==> src/hdl/assert_macros.svh <==
// Assertion helper macros shared by the RTL.
`ifndef ASSERT_MACROS_SVH
`define ASSERT_MACROS_SVH

// Implication checked at every clock edge outside reset.
`define ASSERT_CLK(label, clk, rstn, prop, msg) \
    label: assert property (@(posedge clk) disable iff (!rstn) (prop)) else $error(msg);

// Implication checked at every clock edge, reset included.
`define ASSERT_ALWAYS(label, clk, prop, msg) \
    label: assert property (@(posedge clk) (prop)) else $error(msg);

`endif

==> src/hdl/mau_pkg.sv <==
// ----------------------------------------------------------------------------
// Modular arithmetic unit package
// Opcodes and the transaction record passed from front end to back end.
// ----------------------------------------------------------------------------
package mau_pkg;

    localparam logic [2:0] CMD_ADD = 3'd0;
    localparam logic [2:0] CMD_SUB = 3'd1;
    localparam logic [2:0] CMD_MUL = 3'd2;
    localparam logic [2:0] CMD_MAC = 3'd3;
    localparam logic [2:0] CMD_NEG = 3'd4;
    localparam logic [2:0] CMD_POW = 3'd5;
    localparam logic [2:0] CMD_DIV = 3'd6;

    // Full width of the operand fields.
    localparam int FIELD_BITS = 32;

    typedef struct packed {
        logic [2:0]            cmd;
        logic [FIELD_BITS-1:0] a;
        logic [FIELD_BITS-1:0] b;
        logic [FIELD_BITS-1:0] c;
        logic [FIELD_BITS-1:0] d;
    } item_t;

endpackage

==> src/hdl/mau_fifo.sv <==
// ----------------------------------------------------------------------------
// Modular arithmetic unit queue
// Small two-entry queue between the front end and the back end.
// ----------------------------------------------------------------------------
module mau_fifo (
    input  logic           aclk,
    input  logic           aresetn,
    input  logic           wr_valid,
    output logic           wr_ready,
    input  mau_pkg::item_t wr_data,
    output logic           rd_valid,
    input  logic           rd_ready,
    output mau_pkg::item_t rd_data
);
    mau_pkg::item_t mem_reg [2];
    logic       wptr_reg, rptr_reg;
    logic [1:0] count_reg;
    logic       wr_en, rd_en;

    assign wr_ready = (count_reg != 2'd2);
    assign rd_valid = (count_reg != 2'd0);
    assign rd_data  = mem_reg[rptr_reg];
    assign wr_en    = wr_valid && wr_ready;
    assign rd_en    = rd_valid && rd_ready;

    always_ff @(posedge aclk) begin
        if (wr_en) begin
            mem_reg[wptr_reg] <= wr_data;
        end
        if (!aresetn) begin
            wptr_reg  <= 1'b0;
            rptr_reg  <= 1'b0;
            count_reg <= 2'd0;
        end else begin
            if (wr_en) begin
                wptr_reg <= ~wptr_reg;
            end
            if (rd_en) begin
                rptr_reg <= ~rptr_reg;
            end
            count_reg <= count_reg + {1'b0, wr_en} - {1'b0, rd_en};
        end
    end
endmodule

==> src/hdl/mau_front.sv <==
// ----------------------------------------------------------------------------
// Modular arithmetic unit front end
// Accepts transactions, masks operands to the word width and queues them.
// ----------------------------------------------------------------------------
module mau_front #(
    parameter int WORD_BITS = 32
) (
    input  logic                                 aclk,
    input  logic                                 aresetn,
    input  logic                                 s_valid,
    output logic                                 s_ready,
    input  logic [2:0]                           s_cmd,
    input  logic [mau_pkg::FIELD_BITS-1:0]       s_operand_a,
    input  logic [mau_pkg::FIELD_BITS-1:0]       s_operand_b,
    input  logic [mau_pkg::FIELD_BITS-1:0]       s_operand_c,
    input  logic [mau_pkg::FIELD_BITS-1:0]       s_operand_d,
    output logic                                 q_valid,
    input  logic                                 q_ready,
    output mau_pkg::item_t                       q_data
);
    localparam logic [mau_pkg::FIELD_BITS-1:0] MASK =
        {mau_pkg::FIELD_BITS{1'b1}} >> (mau_pkg::FIELD_BITS - WORD_BITS);

    mau_pkg::item_t item;

    always_comb begin
        item.cmd = s_cmd;
        item.a   = s_operand_a & MASK;
        item.b   = s_operand_b & MASK;
        item.c   = s_operand_c & MASK;
        item.d   = s_operand_d & MASK;
    end

    mau_fifo u_fifo (
        .aclk     (aclk),
        .aresetn  (aresetn),
        .wr_valid (s_valid),
        .wr_ready (s_ready),
        .wr_data  (item),
        .rd_valid (q_valid),
        .rd_ready (q_ready),
        .rd_data  (q_data)
    );
endmodule

==> src/hdl/mau_back.sv <==
// ----------------------------------------------------------------------------
// Modular arithmetic unit back end
// Sequencer with a shift-subtract reducer and a shift-add modular multiplier.
// ----------------------------------------------------------------------------
module mau_back #(
    parameter int WORD_BITS = 32
) (
    input  logic                    aclk,
    input  logic                    aresetn,
    input  logic [WORD_BITS-1:0]    modulus,
    input  logic                    q_valid,
    output logic                    q_ready,
    input  mau_pkg::item_t          q_data,
    output logic                    m_valid,
    input  logic                    m_ready,
    output logic [mau_pkg::FIELD_BITS-1:0] m_result,
    output logic                    m_div_by_zero
);
    localparam int W  = WORD_BITS;
    localparam int CW = $clog2(W + 1);

    localparam logic [3:0] ST_IDLE  = 4'd0;
    localparam logic [3:0] ST_RED   = 4'd1;
    localparam logic [3:0] ST_DISP  = 4'd2;
    localparam logic [3:0] ST_MUL   = 4'd3;
    localparam logic [3:0] ST_POW   = 4'd4;
    localparam logic [3:0] ST_EUC   = 4'd5;
    localparam logic [3:0] ST_DONE  = 4'd6;
    localparam logic [3:0] ST_OUT   = 4'd7;
    localparam logic [3:0] ST_EUCD  = 4'd8;

    // Step codes for what follows a multiply.
    localparam logic [2:0] NX_DONE   = 3'd0;
    localparam logic [2:0] NX_MAC2   = 3'd1;
    localparam logic [2:0] NX_MAC3   = 3'd2;
    localparam logic [2:0] NX_POWACC = 3'd3;
    localparam logic [2:0] NX_POWSQ  = 3'd4;

    logic [3:0]   state_reg;
    logic [2:0]   cmd_reg;
    logic [W-1:0] m_reg;
    logic [W-1:0] a_reg, b_reg, c_reg, d_reg, e_reg;
    logic [1:0]   ridx_reg;
    logic [W:0]   rem_reg;
    logic [W-1:0] rsrc_reg;
    logic [CW-1:0] cnt_reg;
    // Multiplier.
    logic [W-1:0] mx_reg, my_reg, macc_reg;
    logic [2:0]   nx_reg;
    // Pow.
    logic [W-1:0] acc_reg, sq_reg;
    // Euclid: r0,r1 remainders, t0,t1 coefficients mod m, q quotient.
    logic [W-1:0] r0_reg, r1_reg, t0_reg, t1_reg, q_reg;
    logic [W:0]   er_reg;
    logic [W-1:0] res_reg;
    logic         flag_reg;

    logic [W:0] rem_sh, rem_sub;
    logic [W:0] dbl, dbl_red, addv, addv_red;
    logic [W:0] er_sh, er_sub;

    assign q_ready  = (state_reg == ST_IDLE);
    assign m_valid  = (state_reg == ST_OUT);
    assign m_result = mau_pkg::FIELD_BITS'(res_reg);
    assign m_div_by_zero = flag_reg;

    // Restoring reduction, one bit a cycle.
    assign rem_sh  = {rem_reg[W-1:0], rsrc_reg[W-1]};
    assign rem_sub = rem_sh - {1'b0, m_reg};

    // Multiplier step: macc = 2*macc + (bit ? mx : 0), each reduced.
    assign dbl      = {macc_reg, 1'b0};
    assign dbl_red  = (dbl >= {1'b0, m_reg}) ? dbl - {1'b0, m_reg} : dbl;
    assign addv     = dbl_red + (my_reg[W-1] ? {1'b0, mx_reg} : '0);
    assign addv_red = (addv >= {1'b0, m_reg}) ? addv - {1'b0, m_reg} : addv;

    // Euclid division r0 / r1, restoring, quotient into q.
    assign er_sh  = {er_reg[W-1:0], r0_reg[W-1]};
    assign er_sub = er_sh - {1'b0, r1_reg};

    always_ff @(posedge aclk) begin
        if (!aresetn) begin
            state_reg <= ST_IDLE;
            flag_reg  <= 1'b0;
        end else begin
            case (state_reg)
                ST_IDLE: begin
                    if (q_valid) begin
                        cmd_reg  <= q_data.cmd;
                        m_reg    <= modulus;
                        a_reg    <= q_data.a[W-1:0];
                        b_reg    <= q_data.b[W-1:0];
                        c_reg    <= q_data.c[W-1:0];
                        d_reg    <= q_data.d[W-1:0];
                        e_reg    <= q_data.b[W-1:0];
                        ridx_reg <= 2'd0;
                        rem_reg  <= '0;
                        rsrc_reg <= q_data.a[W-1:0];
                        cnt_reg  <= CW'(W);
                        res_reg  <= '0;
                        flag_reg <= 1'b0;
                        if (modulus < W'(2) || q_data.cmd > mau_pkg::CMD_DIV) begin
                            state_reg <= ST_OUT;
                        end else begin
                            state_reg <= ST_RED;
                        end
                    end
                end
                ST_RED: begin
                    if (rem_sub[W]) begin
                        rem_reg <= rem_sh;
                    end else begin
                        rem_reg <= rem_sub;
                    end
                    rsrc_reg <= {rsrc_reg[W-2:0], 1'b0};
                    cnt_reg  <= cnt_reg - CW'(1);
                    if (cnt_reg == CW'(1)) begin
                        case (ridx_reg)
                            2'd0: begin
                                a_reg    <= rem_sub[W] ? rem_sh[W-1:0] : rem_sub[W-1:0];
                                rsrc_reg <= b_reg;
                            end
                            2'd1: begin
                                b_reg    <= rem_sub[W] ? rem_sh[W-1:0] : rem_sub[W-1:0];
                                rsrc_reg <= c_reg;
                            end
                            2'd2: begin
                                c_reg    <= rem_sub[W] ? rem_sh[W-1:0] : rem_sub[W-1:0];
                                rsrc_reg <= d_reg;
                            end
                            default: begin
                                d_reg <= rem_sub[W] ? rem_sh[W-1:0] : rem_sub[W-1:0];
                            end
                        endcase
                        rem_reg  <= '0;
                        cnt_reg  <= CW'(W);
                        ridx_reg <= ridx_reg + 2'd1;
                        if (ridx_reg == 2'd3) begin
                            state_reg <= ST_DISP;
                        end
                    end
                end
                ST_DISP: begin
                    cnt_reg   <= CW'(W);
                    macc_reg  <= '0;
                    state_reg <= ST_DONE;
                    case (cmd_reg)
                        mau_pkg::CMD_ADD: begin
                            res_reg <= ({1'b0, a_reg} + {1'b0, b_reg} >= {1'b0, m_reg})
                                ? W'({1'b0, a_reg} + {1'b0, b_reg} - {1'b0, m_reg})
                                : a_reg + b_reg;
                            state_reg <= ST_OUT;
                        end
                        mau_pkg::CMD_SUB: begin
                            res_reg <= (a_reg >= b_reg) ? a_reg - b_reg : m_reg - b_reg + a_reg;
                            state_reg <= ST_OUT;
                        end
                        mau_pkg::CMD_NEG: begin
                            res_reg <= (a_reg == '0) ? '0 : m_reg - a_reg;
                            state_reg <= ST_OUT;
                        end
                        mau_pkg::CMD_MUL: begin
                            mx_reg <= a_reg; my_reg <= b_reg; nx_reg <= NX_DONE;
                            state_reg <= ST_MUL;
                        end
                        mau_pkg::CMD_MAC: begin
                            mx_reg <= b_reg; my_reg <= c_reg; nx_reg <= NX_MAC2;
                            state_reg <= ST_MUL;
                        end
                        mau_pkg::CMD_POW: begin
                            acc_reg <= W'(1);
                            sq_reg  <= a_reg;
                            state_reg <= ST_POW;
                        end
                        default: begin
                            if (b_reg == '0) begin
                                flag_reg  <= 1'b1;
                                state_reg <= ST_OUT;
                            end else begin
                                r0_reg <= m_reg; r1_reg <= b_reg;
                                t0_reg <= '0;    t1_reg <= W'(1);
                                er_reg <= '0;    q_reg  <= '0;
                                state_reg <= ST_EUC;
                            end
                        end
                    endcase
                end
                ST_MUL: begin
                    macc_reg <= addv_red[W-1:0];
                    my_reg   <= {my_reg[W-2:0], 1'b0};
                    cnt_reg  <= cnt_reg - CW'(1);
                    if (cnt_reg == CW'(1)) begin
                        cnt_reg  <= CW'(W);
                        macc_reg <= '0;
                        case (nx_reg)
                            NX_MAC2: begin
                                mx_reg <= addv_red[W-1:0]; my_reg <= d_reg; nx_reg <= NX_MAC3;
                            end
                            NX_MAC3: begin
                                res_reg <= ({1'b0, a_reg} + addv_red >= {1'b0, m_reg})
                                    ? W'({1'b0, a_reg} + addv_red - {1'b0, m_reg})
                                    : W'({1'b0, a_reg} + addv_red);
                                state_reg <= ST_OUT;
                            end
                            NX_POWACC: begin
                                acc_reg <= addv_red[W-1:0];
                                mx_reg <= sq_reg; my_reg <= sq_reg; nx_reg <= NX_POWSQ;
                            end
                            NX_POWSQ: begin
                                sq_reg <= addv_red[W-1:0];
                                e_reg  <= e_reg >> 1;
                                state_reg <= ST_POW;
                            end
                            default: begin
                                res_reg   <= addv_red[W-1:0];
                                state_reg <= ST_OUT;
                            end
                        endcase
                    end
                end
                ST_POW: begin
                    cnt_reg <= CW'(W);
                    if (e_reg == '0) begin
                        res_reg   <= acc_reg;
                        state_reg <= ST_OUT;
                    end else if (e_reg[0]) begin
                        mx_reg <= acc_reg; my_reg <= sq_reg; nx_reg <= NX_POWACC;
                        state_reg <= ST_MUL;
                    end else begin
                        mx_reg <= sq_reg; my_reg <= sq_reg; nx_reg <= NX_POWSQ;
                        state_reg <= ST_MUL;
                    end
                end
                ST_EUC: begin
                    // One quotient bit per cycle of r0 / r1.
                    if (er_sub[W]) begin
                        er_reg <= er_sh;
                    end else begin
                        er_reg <= er_sub;
                    end
                    q_reg   <= {q_reg[W-2:0], ~er_sub[W]};
                    r0_reg  <= {r0_reg[W-2:0], 1'b0};
                    cnt_reg <= cnt_reg - CW'(1);
                    if (cnt_reg == CW'(1)) begin
                        // r0 now holds shifted-out zeros; remainder is in er.
                        r0_reg <= r1_reg;
                        r1_reg <= er_sub[W] ? er_sh[W-1:0] : er_sub[W-1:0];
                        q_reg  <= {q_reg[W-2:0], ~er_sub[W]};
                        // t update: tn = t0 - q*t1 (mod m) via the multiplier.
                        mx_reg <= t1_reg;
                        my_reg <= {q_reg[W-2:0], ~er_sub[W]};
                        macc_reg <= '0;
                        cnt_reg  <= CW'(W);
                        state_reg <= ST_EUCD;
                    end
                end
                ST_EUCD: begin
                    // q*t1 mod m, then tn = t0 - that.
                    macc_reg <= addv_red[W-1:0];
                    my_reg   <= {my_reg[W-2:0], 1'b0};
                    cnt_reg  <= cnt_reg - CW'(1);
                    if (cnt_reg == CW'(1)) begin
                        t0_reg <= t1_reg;
                        t1_reg <= (t0_reg >= addv_red[W-1:0])
                            ? t0_reg - addv_red[W-1:0]
                            : m_reg - addv_red[W-1:0] + t0_reg;
                        cnt_reg <= CW'(W);
                        er_reg  <= '0;
                        q_reg   <= '0;
                        if (r1_reg == '0) begin
                            // r0 holds gcd; t1 (now t0) is the inverse.
                            if (r0_reg == W'(1)) begin
                                mx_reg <= a_reg; my_reg <= t1_reg; nx_reg <= NX_DONE;
                                macc_reg <= '0;
                                state_reg <= ST_MUL;
                            end else begin
                                state_reg <= ST_OUT;
                            end
                        end else begin
                            state_reg <= ST_EUC;
                        end
                    end
                end
                ST_DONE: begin
                    state_reg <= ST_OUT;
                end
                ST_OUT: begin
                    if (m_ready) begin
                        state_reg <= ST_IDLE;
                    end
                end
                default: begin
                    state_reg <= ST_IDLE;
                end
            endcase
        end
    end
endmodule

==> src/hdl/modular_arithmetic_unit.sv <==
// Modular arithmetic unit: each transaction carries an opcode and four operands and yields
// one residue modulo the configured modulus plus a divide-by-zero flag. A front end takes
// transactions into a two-entry queue; a back-end sequencer reduces the four operands one
// bit per cycle, then works; a modulus below 2 or an unknown opcode just yields zero.
// Add, subtract and negate finish right after reduction; multiply takes one pass of the
// multiplier, multiply-accumulate two, exponentiation one or two per exponent bit, and
// divide one division and one multiply per Euclid step plus a final multiply, all on the
// shared shift-add modular multiplier. Results wait in the output register until taken.
// ----------------------------------------------------------------------------
// Modular arithmetic unit top level
// Front end, queue and iterative back end with the modulus register.
// ----------------------------------------------------------------------------
`include "assert_macros.svh"
module modular_arithmetic_unit #(
    parameter int WORD_BITS = 32
) (
    input  logic        aclk,
    input  logic        aresetn,
    input  logic        cfg_wr_en,
    input  logic [31:0] cfg_wr_data,
    input  logic        s_valid,
    output logic        s_ready,
    input  logic [2:0]  s_cmd,
    input  logic [31:0] s_operand_a,
    input  logic [31:0] s_operand_b,
    input  logic [31:0] s_operand_c,
    input  logic [31:0] s_operand_d,
    output logic        m_valid,
    input  logic        m_ready,
    output logic [31:0] m_result,
    output logic        m_div_by_zero
);
    // The modulus register; only its low WORD_BITS bits take part.
    logic [31:0] modulus_reg;

    always_ff @(posedge aclk) begin
        if (!aresetn) begin
            modulus_reg <= 32'd2;
        end else if (cfg_wr_en) begin
            modulus_reg <= cfg_wr_data;
        end
    end

    logic           q_valid, q_ready;
    mau_pkg::item_t q_data;

    mau_front #(.WORD_BITS(WORD_BITS)) u_front (
        .aclk        (aclk),
        .aresetn     (aresetn),
        .s_valid     (s_valid),
        .s_ready     (s_ready),
        .s_cmd       (s_cmd),
        .s_operand_a (s_operand_a),
        .s_operand_b (s_operand_b),
        .s_operand_c (s_operand_c),
        .s_operand_d (s_operand_d),
        .q_valid     (q_valid),
        .q_ready     (q_ready),
        .q_data      (q_data)
    );

    mau_back #(.WORD_BITS(WORD_BITS)) u_back (
        .aclk          (aclk),
        .aresetn       (aresetn),
        .modulus       (modulus_reg[WORD_BITS-1:0]),
        .q_valid       (q_valid),
        .q_ready       (q_ready),
        .q_data        (q_data),
        .m_valid       (m_valid),
        .m_ready       (m_ready),
        .m_result      (m_result),
        .m_div_by_zero (m_div_by_zero)
    );

    // The flag only ever comes with a zero result.
    `ASSERT_CLK(a_flag_zero, aclk, aresetn, m_valid && m_div_by_zero |-> m_result == 32'd0, "flag with nonzero result")
    // A result stays in place while it is stalled.
    `ASSERT_CLK(a_out_hold, aclk, aresetn, m_valid && !m_ready |=> m_valid && $stable(m_result), "result changed while stalled")
    // No result is shown in the cycle after reset.
    `ASSERT_ALWAYS(a_reset_idle, aclk, $past(!aresetn) |-> !m_valid, "result valid after reset")
endmodule
==> config.mk <==
export PLATFORM = sky130hd
export DESIGN_NAME = modular_arithmetic_unit
export DESIGN_NICKNAME = d
export VERILOG_FILES = /design/src/hdl/mau_pkg.sv /design/src/hdl/mau_fifo.sv /design/src/hdl/mau_front.sv /design/src/hdl/mau_back.sv /design/src/hdl/modular_arithmetic_unit.sv
export VERILOG_INCLUDE_DIRS = /design/src /design/src/hdl
export SDC_FILE = /design/constraint.sdc
export NUM_CORES = 2
export LEC_CHECK = 0
export BUFFER_PORTS_ARGS = -buffer_cell sky130_fd_sc_hd__buf_2
export CORE_UTILIZATION = 55
export DETAILED_ROUTE_END_ITERATION = 10
export PLACE_DENSITY = 0.7
export SYNTH_ARGS = -nofsm -noshare
export SYNTH_HDL_FRONTEND = slang
export SYNTH_SLANG_ARGS = --single-unit
==> constraint.sdc <==
create_clock -name aclk -period 18 [get_ports aclk]
set_input_delay 2.7 -clock aclk [delete_from_list [all_inputs] [get_ports aclk]]
set_output_delay 2.7 -clock aclk [all_outputs]
set_load 0.1 [all_outputs]
==> impl_metrics.py <==
metrics = {
    "cells_and_area": {
        "nets": 7761,
        "drive_gt1_share_pct": 10.2,
        "largest_reg_flops": 262,
        "area_growth_pct": 10.5,
        "utilization_pct": 61.2,
    },
    "synth": {
        "ys_warn_count": 0,
        "synth.avg_cell_area_um2": 9.81,
        "ys.flop_type": "edfxtp_1",
        "synth_async_sr_flop_share_pct": 0,
        "ys_ff_latch": 957,
        "synth_cell_type_count": 100,
        "syn_nets": 7572,
        "ys_seq_area_share_pct": 42.0,
        "synth_edf_count": 915,
        "synth_area_um2": 67400,
        "synth_cells": 6874,
    },
    "setup_path": {
        "cp.depth": 55,
        "cp-startpoint": "u_back.m_reg[1]$_DFFE_PP_",
        "crit_top_cell": "o21ai_0",
        "cpMaxStageDelayCell": "nor4_1",
        "required_ps": 18460,
        "worst_setup_path_start_kind": "flip-flop",
        "endpoint": "u_back.m_result[31]$_DFFE_PP_",
        "crit_type": "reg2reg",
        "critPathArrivalTime_ps": 16970,
        "cp-end-kind": "flip-flop",
        "cp_top_family": "compound AO/OA/AOI/OAI gates",
        "cp_max_fo": 59,
        "rr_endpoint": "u_back.m_result[31]$_DFFE_PP_",
        "worst-path-buf-inv": 5,
        "timing.rr.start": "u_back.m_reg[1]$_DFFE_PP_",
        "slowest_delay_ps": 720,
        "regToRegSetupSlack_ps": 1490,
        "r2r_cells": 55,
    },
    "drt": {
        "drtAntennaViolNets": 0,
        "drt_first_pass_iters": 11,
        "drt-vias-per-instance": 6.73,
        "vias": 59100,
        "finalWirelength_mm": 268,
        "avgRoutedWirePerCell_um": 30.5,
        "drt_iter0_drc": 8675,
        "drc": 5,
    },
    "run_status": {
        "status": "finished with violations",
        "violations": "DRC, capacitance limit",
    },
    "floorplan": {
        "core_area_um2": 122000,
        "die_area_um2": 124000,
        "rows": 128,
        "top_level_ports": 203,
        "chipWidth_um": 352,
        "die_h_um": 352,
        "initial_utilization_pct": 55.4,
    },
    "sta": {
        "slew_headroom_pct": 2.09,
        "setup_violations": 0,
        "drv_slew": 0,
        "fin_crit_sh_pct": 91.7,
        "hold_viol": 0,
        "max_clock_freq_mhz": 60.6,
        "fin_skew_ps": 58.1,
        "layout_setup_ws_ps": 1490,
        "tightest_slew_ps": 1460,
        "fin_setup_tns_ps": 0,
        "rsz0062_at_grt": "false",
        "fin_crit_ps": 16510,
    },
    "clocking": {
        "cts_setup_buffers": 0,
        "cts_tree": "built",
        "ctsLongestPathBuffers": 3,
        "cts_root_buf": "clkbuf_16",
        "ctsHoldBuffers": 0,
        "cts_buffers": 104,
        "cts_max_level": 3,
        "clock_latency_ps": 760,
        "cts.repair.resized": 0,
        "clock-sinks": 957,
        "clkTransAtPathRegs_ps": 60,
    },
    "placement": {
        "port_buffers": 202,
        "place_ws_ps": 1870,
        "routabilityCongestion": 1.11,
        "hpwl_mm": 206,
    },
    "min_path": {
        "holdCritPathClass": "reg2reg",
    },
    "grt": {
        "grt_pass1_vias": 55600,
        "gr-usage-all-layers_pct": 42.1,
        "grt_pass1_wl_mm": 382,
        "grt_max_degree": 104,
        "antenna_found_initial": 21,
        "overflow": 0,
    },
    "job": {
        "cap_violations": 1,
    },
}
## Yosys cell counts, types with 66 or more instances
library cell / n / area share, %
mux2_2: 93 / 1.6
xor2_1: 122 / 1.6
edfxtp_1: 915 / 41
fa_1: 74 / 2.2
nor2_1: 532 / 3.0
clkbuf_1: 242 / 1.3
a222oi_1: 66 / 0.98
and3_1: 69 / 0.64
mux2i_1: 255 / 3.8
nand2_1: 674 / 3.8
ha_1: 456 / 8.5
nor3_1: 81 / 0.60
nand3_1: 74 / 0.55
and2_1: 104 / 0.96
nor2b_1: 85 / 0.79
xnor2_1: 255 / 3.3
a211oi_1: 96 / 1.1
a21o_1: 224 / 2.5
a21oi_1: 533 / 4.0
nand2b_1: 74 / 0.69
a31oi_1: 144 / 1.3
o21ai_0: 497 / 3.7
inv_1: 367 / 2.0
o21bai_1: 67 / 0.75
## worst register-to-register path: cells and delay by family (launching register included)
family | cells | cell delay [ps]
compound gates | 28 | 7860
simple gates | 12 | 2800
fa+ha+maj | 6 | 1990
buf+inv | 5 | 1670
mux | 3 | 1200
flops | 1 | 520
xor+xnor | 1 | 180
## per-layer routing
layer / routed length [um] / vias to the layer above / GRT usage, %
met2: 111000 / 3861 / 61.7
met5: 297 / - / 0
met4: 18800 / 24 / 24.3
li1: - / 26000 / -
met1: 102000 / 28600 / 54.8
met3: 35500 / 708 / 13.3
## final cells by class
| cell class | instances | area [um2] |
|---|---|---|
| diodes | 17 | 42.5 |
| clock buffers | 126 | 2690 |
| clock inverters | 69 | 871 |
| fillers | 10300 | 47200 |
| inverters | 367 | 1380 |
| multi-input cells | 5262 | 36900 |
| flip-flops and latches | 957 | 28300 |
| well taps | 1625 | 2030 |
| repair buffers | 371 | 2290 |
## worst min path at each step
stage	startpoint	end	slack (ps)	cells past startpoint
after floorplan	modulus_reg[0]$_SDFFE_PN0P_	u_back.m_reg[0]$_DFFE_PP_	410	0
after CTS	modulus_reg[17]$_SDFFE_PN0P_	u_back.m_reg[17]$_DFFE_PP_	480	0
after global routing	modulus_reg[17]$_SDFFE_PN0P_	u_back.m_reg[17]$_DFFE_PP_	500	0
after detailed placement	modulus_reg[17]$_SDFFE_PN0P_	u_back.m_reg[17]$_DFFE_PP_	460	0
after global placement	modulus_reg[17]$_SDFFE_PN0P_	u_back.m_reg[17]$_DFFE_PP_	470	0
final	modulus_reg[17]$_SDFFE_PN0P_	u_back.m_reg[17]$_DFFE_PP_	480	0
## cells by family (layout without fill, tap and decap cells)
| family | after synthesis | in the layout | synth area share, % |
|---|---|---|---|
| flip-flops | 957 | 957 | 42.0 |
| buffers and inverters | 655 | 933 | 3.76 |
| other | 0 | 17 | 0 |
| multiplexers | 355 | 355 | 5.49 |
| AO/OA/AOI/OAI | 2084 | 2084 | 20.0 |
| XOR/XNOR | 378 | 378 | 4.92 |
| AND/OR/NAND/NOR | 1915 | 1915 | 13.2 |
| adder cells (fa/ha/maj) | 530 | 530 | 10.7 |
## placed cells by master, fill, tap and decap left out, drive strengths merged, types with 81 or more instances in the layout
| cell type | n |
|---|---|
| a211oi | 97 |
| nand2 | 674 |
| xor2 | 122 |
| inv | 373 |
| a21oi | 536 |
| edfxtp | 915 |
| a21o | 224 |
| clkbuf | 127 |
| and2 | 105 |
| ha | 456 |
| nor2b | 85 |
| buf | 370 |
| nor3 | 81 |
| mux2i | 255 |
| xnor2 | 256 |
| nor2 | 532 |
| a31oi | 144 |
| mux2 | 100 |
| o21ai | 504 |
## per-stage QoR
stage | area (um2) | hold WS (ps) | std cells
after global placement | 70900 | 471 | 8581
final | 74500 | 481 | 8794
after floorplan | 67400 | 408 | 6874
after detailed placement | 70900 | 464 | 8581
after CTS | 74500 | 478 | 8776
after global routing | 74500 | 496 | 8779
Power is left out: the tool's default activity adds up to more than one toggle a clock period on the data nets, which glitch-free logic cannot reach.
